[src/sv/smpq_pkg.sv]
// Shared types and codes for the sorted max-priority queue.
`default_nettype none

package smpq_pkg;

    localparam int unsigned DEF_CAPACITY = 16;
    localparam int unsigned VALUE_W      = 32;
    localparam int unsigned COUNT_OUT_W  = 5;

    localparam logic ACT_INSERT = 1'b0;
    localparam logic ACT_DELETE = 1'b1;

    typedef enum logic [1:0] {
        ST_OK         = 2'd0,
        ST_FULL_REJ   = 2'd1,
        ST_EMPTY_REJ  = 2'd2
    } t_status;

    // Command broadcast to every cell of the row.
    typedef struct packed {
        logic                        ins;
        logic                        del;
        logic signed [VALUE_W-1:0]   value;
    } t_cmd;

endpackage

`default_nettype wire

[src/sv/smpq_cell.sv]
// One slot of the descending row: hold, take the new value, or shift.
`default_nettype none

module smpq_cell (
    input  wire logic                                   i_clk,
    input  wire smpq_pkg::t_cmd                         i_cmd,
    input  wire logic                                   i_occ,
    input  wire logic                                   i_up_keep,
    input  wire logic signed [smpq_pkg::VALUE_W-1:0]    i_up_value,
    input  wire logic signed [smpq_pkg::VALUE_W-1:0]    i_dn_value,
    output logic                                        o_keep,
    output logic signed [smpq_pkg::VALUE_W-1:0]         o_value,
    output logic signed [smpq_pkg::VALUE_W-1:0]         o_next
);

    logic signed [smpq_pkg::VALUE_W-1:0] r_value;
    logic signed [smpq_pkg::VALUE_W-1:0] n_value;

    // An occupied slot at or above the new value stays put on insert.
    assign o_keep = i_occ && !(i_cmd.value > r_value);

    always_comb begin
        n_value = r_value;
        if (i_cmd.ins) begin
            if (o_keep) begin
                n_value = r_value;
            end else if (i_up_keep) begin
                n_value = i_cmd.value;
            end else begin
                n_value = i_up_value;
            end
        end else if (i_cmd.del) begin
            n_value = i_dn_value;
        end
    end

    always_ff @(posedge i_clk) begin
        r_value <= n_value;
    end

    assign o_value = r_value;
    assign o_next  = n_value;

endmodule

`default_nettype wire

[src/sv/sorted_max_priority_queue.sv]
// Bounded max-priority queue built from a row of shift-compare cells.
// Usage:
//   Slave channel: i_s_axis_tuser selects the request (0 insert, 1 delete
//   maximum), i_s_axis_tdata carries the signed value to insert.
//   Master channel: one result per request with the new maximum, empty and
//   full flags, entry count and status (0 ok, 1 insert rejected because
//   full, 2 delete rejected because empty; a rejected request changes
//   nothing).
//   Values sit in descending order, slot 0 holding the maximum. On insert
//   every cell compares the new value with its own and with its upper
//   neighbor's decision, then holds, takes the value or shifts down; on
//   delete every cell takes its lower neighbor's value.
//   The result is registered and is presented in the cycle after the request is taken.
//   Throughput: one request per cycle while the receiver is ready; the
//   cycle is set by one 32-bit compare in a cell plus its neighbor's select.
//   Reset empties the queue and drops any pending result.
//   When the receiver stalls, the result is held and a new request is
//   taken only in the cycle the held result leaves.
`default_nettype none

module sorted_max_priority_queue #(
    parameter int unsigned CAPACITY = smpq_pkg::DEF_CAPACITY
) (
    input  wire logic           i_clk,
    input  wire logic           i_rst_n,
    input  wire logic           i_s_axis_tvalid,
    output logic                o_s_axis_tready,
    input  wire logic [31:0]    i_s_axis_tdata,   // [31:0] value
    input  wire logic [0:0]     i_s_axis_tuser,   // [0] action
    output logic                o_m_axis_tvalid,
    input  wire logic           i_m_axis_tready,
    // [31:0] top_value, [32] is_empty, [33] is_full, [38:34] entry_count,
    // [40:39] status, [47:41] zero
    output logic [47:0]         o_m_axis_tdata
);

    localparam int unsigned CW = $clog2(CAPACITY + 1);
    localparam int unsigned VW = smpq_pkg::VALUE_W;

    logic [CW-1:0]          r_count;
    logic [CW-1:0]          n_count;
    logic                   r_out_valid;
    logic signed [VW-1:0]   r_top;
    logic                   r_empty;
    logic                   r_full;
    logic [smpq_pkg::COUNT_OUT_W-1:0] r_cnt_out;
    smpq_pkg::t_status      r_status;
    smpq_pkg::t_status      n_status;

    logic                   accept;
    logic                   q_full;
    logic                   q_empty;
    smpq_pkg::t_cmd         cmd;

    logic                   keep   [CAPACITY];
    logic signed [VW-1:0]   value  [CAPACITY];
    logic signed [VW-1:0]   nxt    [CAPACITY];

    assign o_s_axis_tready = !r_out_valid || i_m_axis_tready;
    assign accept  = i_s_axis_tvalid && o_s_axis_tready;
    assign q_full  = (r_count == CW'(CAPACITY));
    assign q_empty = (r_count == '0);

    always_comb begin
        cmd.ins   = accept && (i_s_axis_tuser[0] == smpq_pkg::ACT_INSERT) && !q_full;
        cmd.del   = accept && (i_s_axis_tuser[0] == smpq_pkg::ACT_DELETE) && !q_empty;
        cmd.value = $signed(i_s_axis_tdata);
        n_status  = smpq_pkg::ST_OK;
        if (i_s_axis_tuser[0] == smpq_pkg::ACT_INSERT) begin
            if (q_full) n_status = smpq_pkg::ST_FULL_REJ;
        end else begin
            if (q_empty) n_status = smpq_pkg::ST_EMPTY_REJ;
        end
        n_count = r_count;
        if (cmd.ins) begin
            n_count = r_count + CW'(1);
        end else if (cmd.del) begin
            n_count = r_count - CW'(1);
        end
    end

    for (genvar i = 0; i < CAPACITY; i++) begin : g_cell
        logic                 up_keep;
        logic signed [VW-1:0] up_value;
        logic signed [VW-1:0] dn_value;

        if (i == 0) begin : g_first
            assign up_keep  = 1'b1;
            assign up_value = '0;
        end else begin : g_mid
            assign up_keep  = keep[i-1];
            assign up_value = value[i-1];
        end

        if (i == CAPACITY - 1) begin : g_last
            assign dn_value = '0;
        end else begin : g_inner
            assign dn_value = value[i+1];
        end

        smpq_cell u_cell (
            .i_clk      (i_clk),
            .i_cmd      (cmd),
            .i_occ      (r_count > CW'(i)),
            .i_up_keep  (up_keep),
            .i_up_value (up_value),
            .i_dn_value (dn_value),
            .o_keep     (keep[i]),
            .o_value    (value[i]),
            .o_next     (nxt[i])
        );
    end

    always_ff @(posedge i_clk) begin
        if (!i_rst_n) begin
            r_count     <= '0;
            r_out_valid <= 1'b0;
        end else begin
            r_count <= n_count;
            if (accept) begin
                r_out_valid <= 1'b1;
            end else if (i_m_axis_tready) begin
                r_out_valid <= 1'b0;
            end
        end
    end

    // Capture the result of the step; payload needs no reset.
    always_ff @(posedge i_clk) begin
        if (accept) begin
            r_top     <= (n_count == '0) ? '0 : nxt[0];
            r_empty   <= (n_count == '0);
            r_full    <= (n_count == CW'(CAPACITY));
            r_cnt_out <= smpq_pkg::COUNT_OUT_W'(n_count);
            r_status  <= n_status;
        end
    end

    assign o_m_axis_tvalid = r_out_valid;
    assign o_m_axis_tdata  = {7'b0, r_status, r_cnt_out, r_full, r_empty, r_top};

endmodule

`default_nettype wire

[config.mk]
export PLATFORM = sky130hd
export DESIGN_NAME = sorted_max_priority_queue
export DESIGN_NICKNAME = d
export VERILOG_FILES = /design/src/sv/smpq_pkg.sv /design/src/sv/smpq_cell.sv /design/src/sv/sorted_max_priority_queue.sv
export SDC_FILE = /design/constraint.sdc
export NUM_CORES = 2
export LEC_CHECK = 0
export ABC_AREA = 1
export BUFFER_PORTS_ARGS = -buffer_cell sky130_fd_sc_hd__buf_4
export CORE_UTILIZATION = 30
export CTS_CLUSTER_SIZE = 10
export DETAILED_ROUTE_END_ITERATION = 10
export PLACE_DENSITY = 0.45
export SYNTH_ARGS = -nofsm -noshare
export SYNTH_HDL_FRONTEND = slang
export SYNTH_SLANG_ARGS = --single-unit
[constraint.sdc]
create_clock -name i_clk -period 11.7 [get_ports i_clk]
set_clock_uncertainty 0.05 [all_clocks]
set_input_delay 0.585 -clock i_clk [delete_from_list [all_inputs] [get_ports i_clk]]
set_output_delay 0.585 -clock i_clk [all_outputs]
set_load 0.01 [all_outputs]
==> impl_metrics.sql <==
INSERT INTO impl_metrics (metric_group, metric, value, unit) VALUES
('cts', 'number_of_buffers_added_for_setup_after_cts', '0', ''),
('sta', 'worst_slew_margin_rel', '14.3', '%'),
('pwr', 'finalPower', '7.93', 'mW'),
('floorplanning', 'pin_count', '87', ''),
('place', 'place_worst_setup_slack', '7020', 'ps'),
('place', 'detailed_place.area', '45200', 'um^2'),
('sta', 'post-route-worst-setup-slack', '7150', 'ps'),
('drt', 'drc_errors', '0', ''),
('global_routing', 'grt_pass1_wl', '209000', 'um'),
('synthesis', 'area_share_of_and_or_nand_nor_cells_after_synthesis', '30.8', '%'),
('final_layout', 'final_cell_count_no_fill', '7545', ''),
('pwr', 'p_leak', '22.6', 'nW'),
('cts', 'clock-root-buffer', 'clkbuf_16', ''),
('sta', 'min_period_over_period', '38.9', '%'),
('final_layout', 'postLayoutCoreUtil', '33.6', '%'),
('hold_path', 'holdPathStages', '2', ''),
('final_layout', 'fill_cells', '15100', ''),
('synthesis', 'yosys_register_bits', '559', ''),
('sta', 'worstMarginPinSlew', '1280', 'ps'),
('floorplanning', 'standard_cell_rows', '138', ''),
('worst_setup_path', 'worst-endpoint-required', '12020', 'ps'),
('cts', 'post_cts_resize_count', '0', ''),
('final_layout', 'most-common-layout-cells', 'nand2_1 (1,813), nand3_1 (1,008), inv_1 (630), edfxtp_1 (521), ha_1 (517)', ''),
('place', 'portBuffers', '79', ''),
('synthesis', 'post_synth_edffs', '521', ''),
('sta', 'fin_setup_tns', '0', 'ps'),
('drt', 'dr_total_vias', '36400', ''),
('place', 'hpwl', '99800', 'um'),
('floorplanning', 'fp.dieH', '379', 'um'),
('floorplanning', 'coreArea', '141000', 'um^2'),
('synthesis', 'post_synth_num_cell_types', '38', ''),
('worst_setup_path', 'critPathCaptureType', 'flip-flop', ''),
('sta', 'rsz0062_at_grt', 'no', ''),
('run_status', 'status', 'finished, final reports clean', ''),
('worst_setup_path', 'crit_arrival', '4870', 'ps'),
('final_layout', 'num_antenna_cells', '0', ''),
('global_routing', 'residual_overflow_from_global_routing', '0', ''),
('sta', 'min_period', '4550', 'ps'),
('worst_setup_path', 'worstSetupPathType', 'flip-flop to flip-flop', ''),
('final_layout', 'fin_area', '47500', 'um^2'),
('sta', 'final_hold_viols', '0', ''),
('synthesis', 'yosys.area_share.adder', '15.1', '%'),
('synthesis', 'synth_async_sr_flop_share', '0', '%'),
('sta', 'maxSlewViolCount', '0', ''),
('cts', 'cts-buffers-inserted', '75', ''),
('worst_setup_path', 'worst_r2r_path_depth', '12', ''),
('floorplanning', 'initial_util', '30.2', '%'),
('global_routing', 'number_of_antenna_violations_at_the_first_check_in_global_routing', '0', ''),
('drt', 'detail_route.wirelength', '132000', 'um'),
('floorplanning', 'die_area', '144000', 'um^2'),
('drt', 'route.antenna.remaining_nets', '0', ''),
('hold_path', 'hold_path.class', 'input port to flip-flop', ''),
('sta', 'fin_worst_hold_slack', '153', 'ps'),
('drt', 'drt_pass_1_iters', '5', ''),
('synthesis', 'dominant_combinational_cell_family_by_area_after_synthesis', 'simple AND/OR/NAND/NOR gates', ''),
('final_layout', 'multi_input_gate_area', '22900', 'um^2'),
('synthesis', 'synth-warning-count', '0', ''),
('synthesis', 'postSynthAreaPerCell', '7.50', 'um^2'),
('worst_setup_path', 'worst_path_max_delay_cell', 'buf_4', ''),
('final_layout', 'fraction_of_final_layout_cells_with_drive_strength_greater_than_1', '4.86', '%'),
('drt', 'post_drt_via_cell_ratio', '4.83', ''),
('cts', 'cts_tree', 'built', ''),
('synthesis', 'syn-instance-count', '5694', ''),
('cts', 'clkSlewWorstSetupHoldPaths', '60', 'ps'),
('synthesis', 'netlist_area', '42700', 'um^2'),
('place', 'gp_routability_congestion', '0.843', ''),
('synthesis', 'synth_compound_area_share', '6.90', '%'),
('drt', 'wire_per_inst', '17.5', 'um'),
('sta', 'max_freq', '0.220', 'GHz'),
('global_routing', 'gr_util_all_layers', '18.3', '%'),
('place', 'placed_cells_incl_taps', '7410', '');
## cell type report
type	instances	share of cell area, %
inverters	642	5.09
flip-flops and latches	559	34.5
clock inverters	24	0.384
clock buffers	111	4.60
multi-input cells	4186	48.3
well taps	1890	4.98
repair buffers	133	2.18
## worst max-delay path, delay by kind of cell (launching register included)
kind | cells | cell delay, ps
adder cells (fa/ha/maj) | 1 | 220
AO/OA/AOI/OAI | 2 | 790
AND/OR/NAND/NOR | 4 | 1030
buffers and inverters | 5 | 1670
flip-flops | 1 | 350
## power breakdown
part	switching (mW)	internal, mW
registers	0.165	2.69
logic	1.90	0.874
clock network	0.943	1.35
## state kept, by name, summed over array words and instances, names as in the netlist
register,flops
r_empty,1
g_cell.u_cell.o_value,512
r_top,32
r_count,5
r_full,1
o_m_axis_tvalid,1
r_status,2
r_cnt_out,5
## routing by layer
metal	track usage (%)	wire, um
met1	25.8	66600
met2	29.4	58100
met3	2.10	4230
met4	4.53	3030
met5	0	0
## final timing paths
| kind | start | endpoint |
|---|---|---|
| max | r_count[1] | r_top[17] |
| min reg2reg | o_m_axis_tvalid | o_m_axis_tvalid |
| max reg2reg | r_count[1] | r_top[17] |
| min | i_s_axis_tuser | r_status[0] |
## cells by family after synthesis
logic type / Yosys count
AOI/OAI and AO/OA: 565
xor gates and xnor gates: 2
and+or+nand+nor: 3095
DFF: 559
buffers and inverters: 955
other: 1
adders and majority gates: 517
## synthesized netlist by cell type (3+ instances only)
cell type | instances | share of area (%)
a21o_1 | 6 | 0.11
a21oi_1 | 363 | 4.3
a31oi_1 | 16 | 0.23
buf_1 | 22 | 0.19
buf_2 | 60 | 0.70
buf_4 | 10 | 0.18
buf_6 | 3 | 0.079
clkbuf_1 | 218 | 1.9
dfxtp_1 | 38 | 1.8
edfxtp_1 | 521 | 37
ha_1 | 517 | 15
inv_1 | 632 | 5.6
inv_2 | 8 | 0.070
nand2_1 | 1815 | 16
nand3_1 | 1009 | 12
nand3b_1 | 16 | 0.28
nand4_1 | 56 | 0.82
nor2_1 | 169 | 1.5
nor3_1 | 9 | 0.11
nor3b_1 | 3 | 0.053
nor4_1 | 13 | 0.19
o211ai_1 | 10 | 0.18
o21a_1 | 12 | 0.21
o21ai_0 | 111 | 1.3
o21ai_1 | 39 | 0.46
Note: power is estimated with default switching activity, not from simulation.
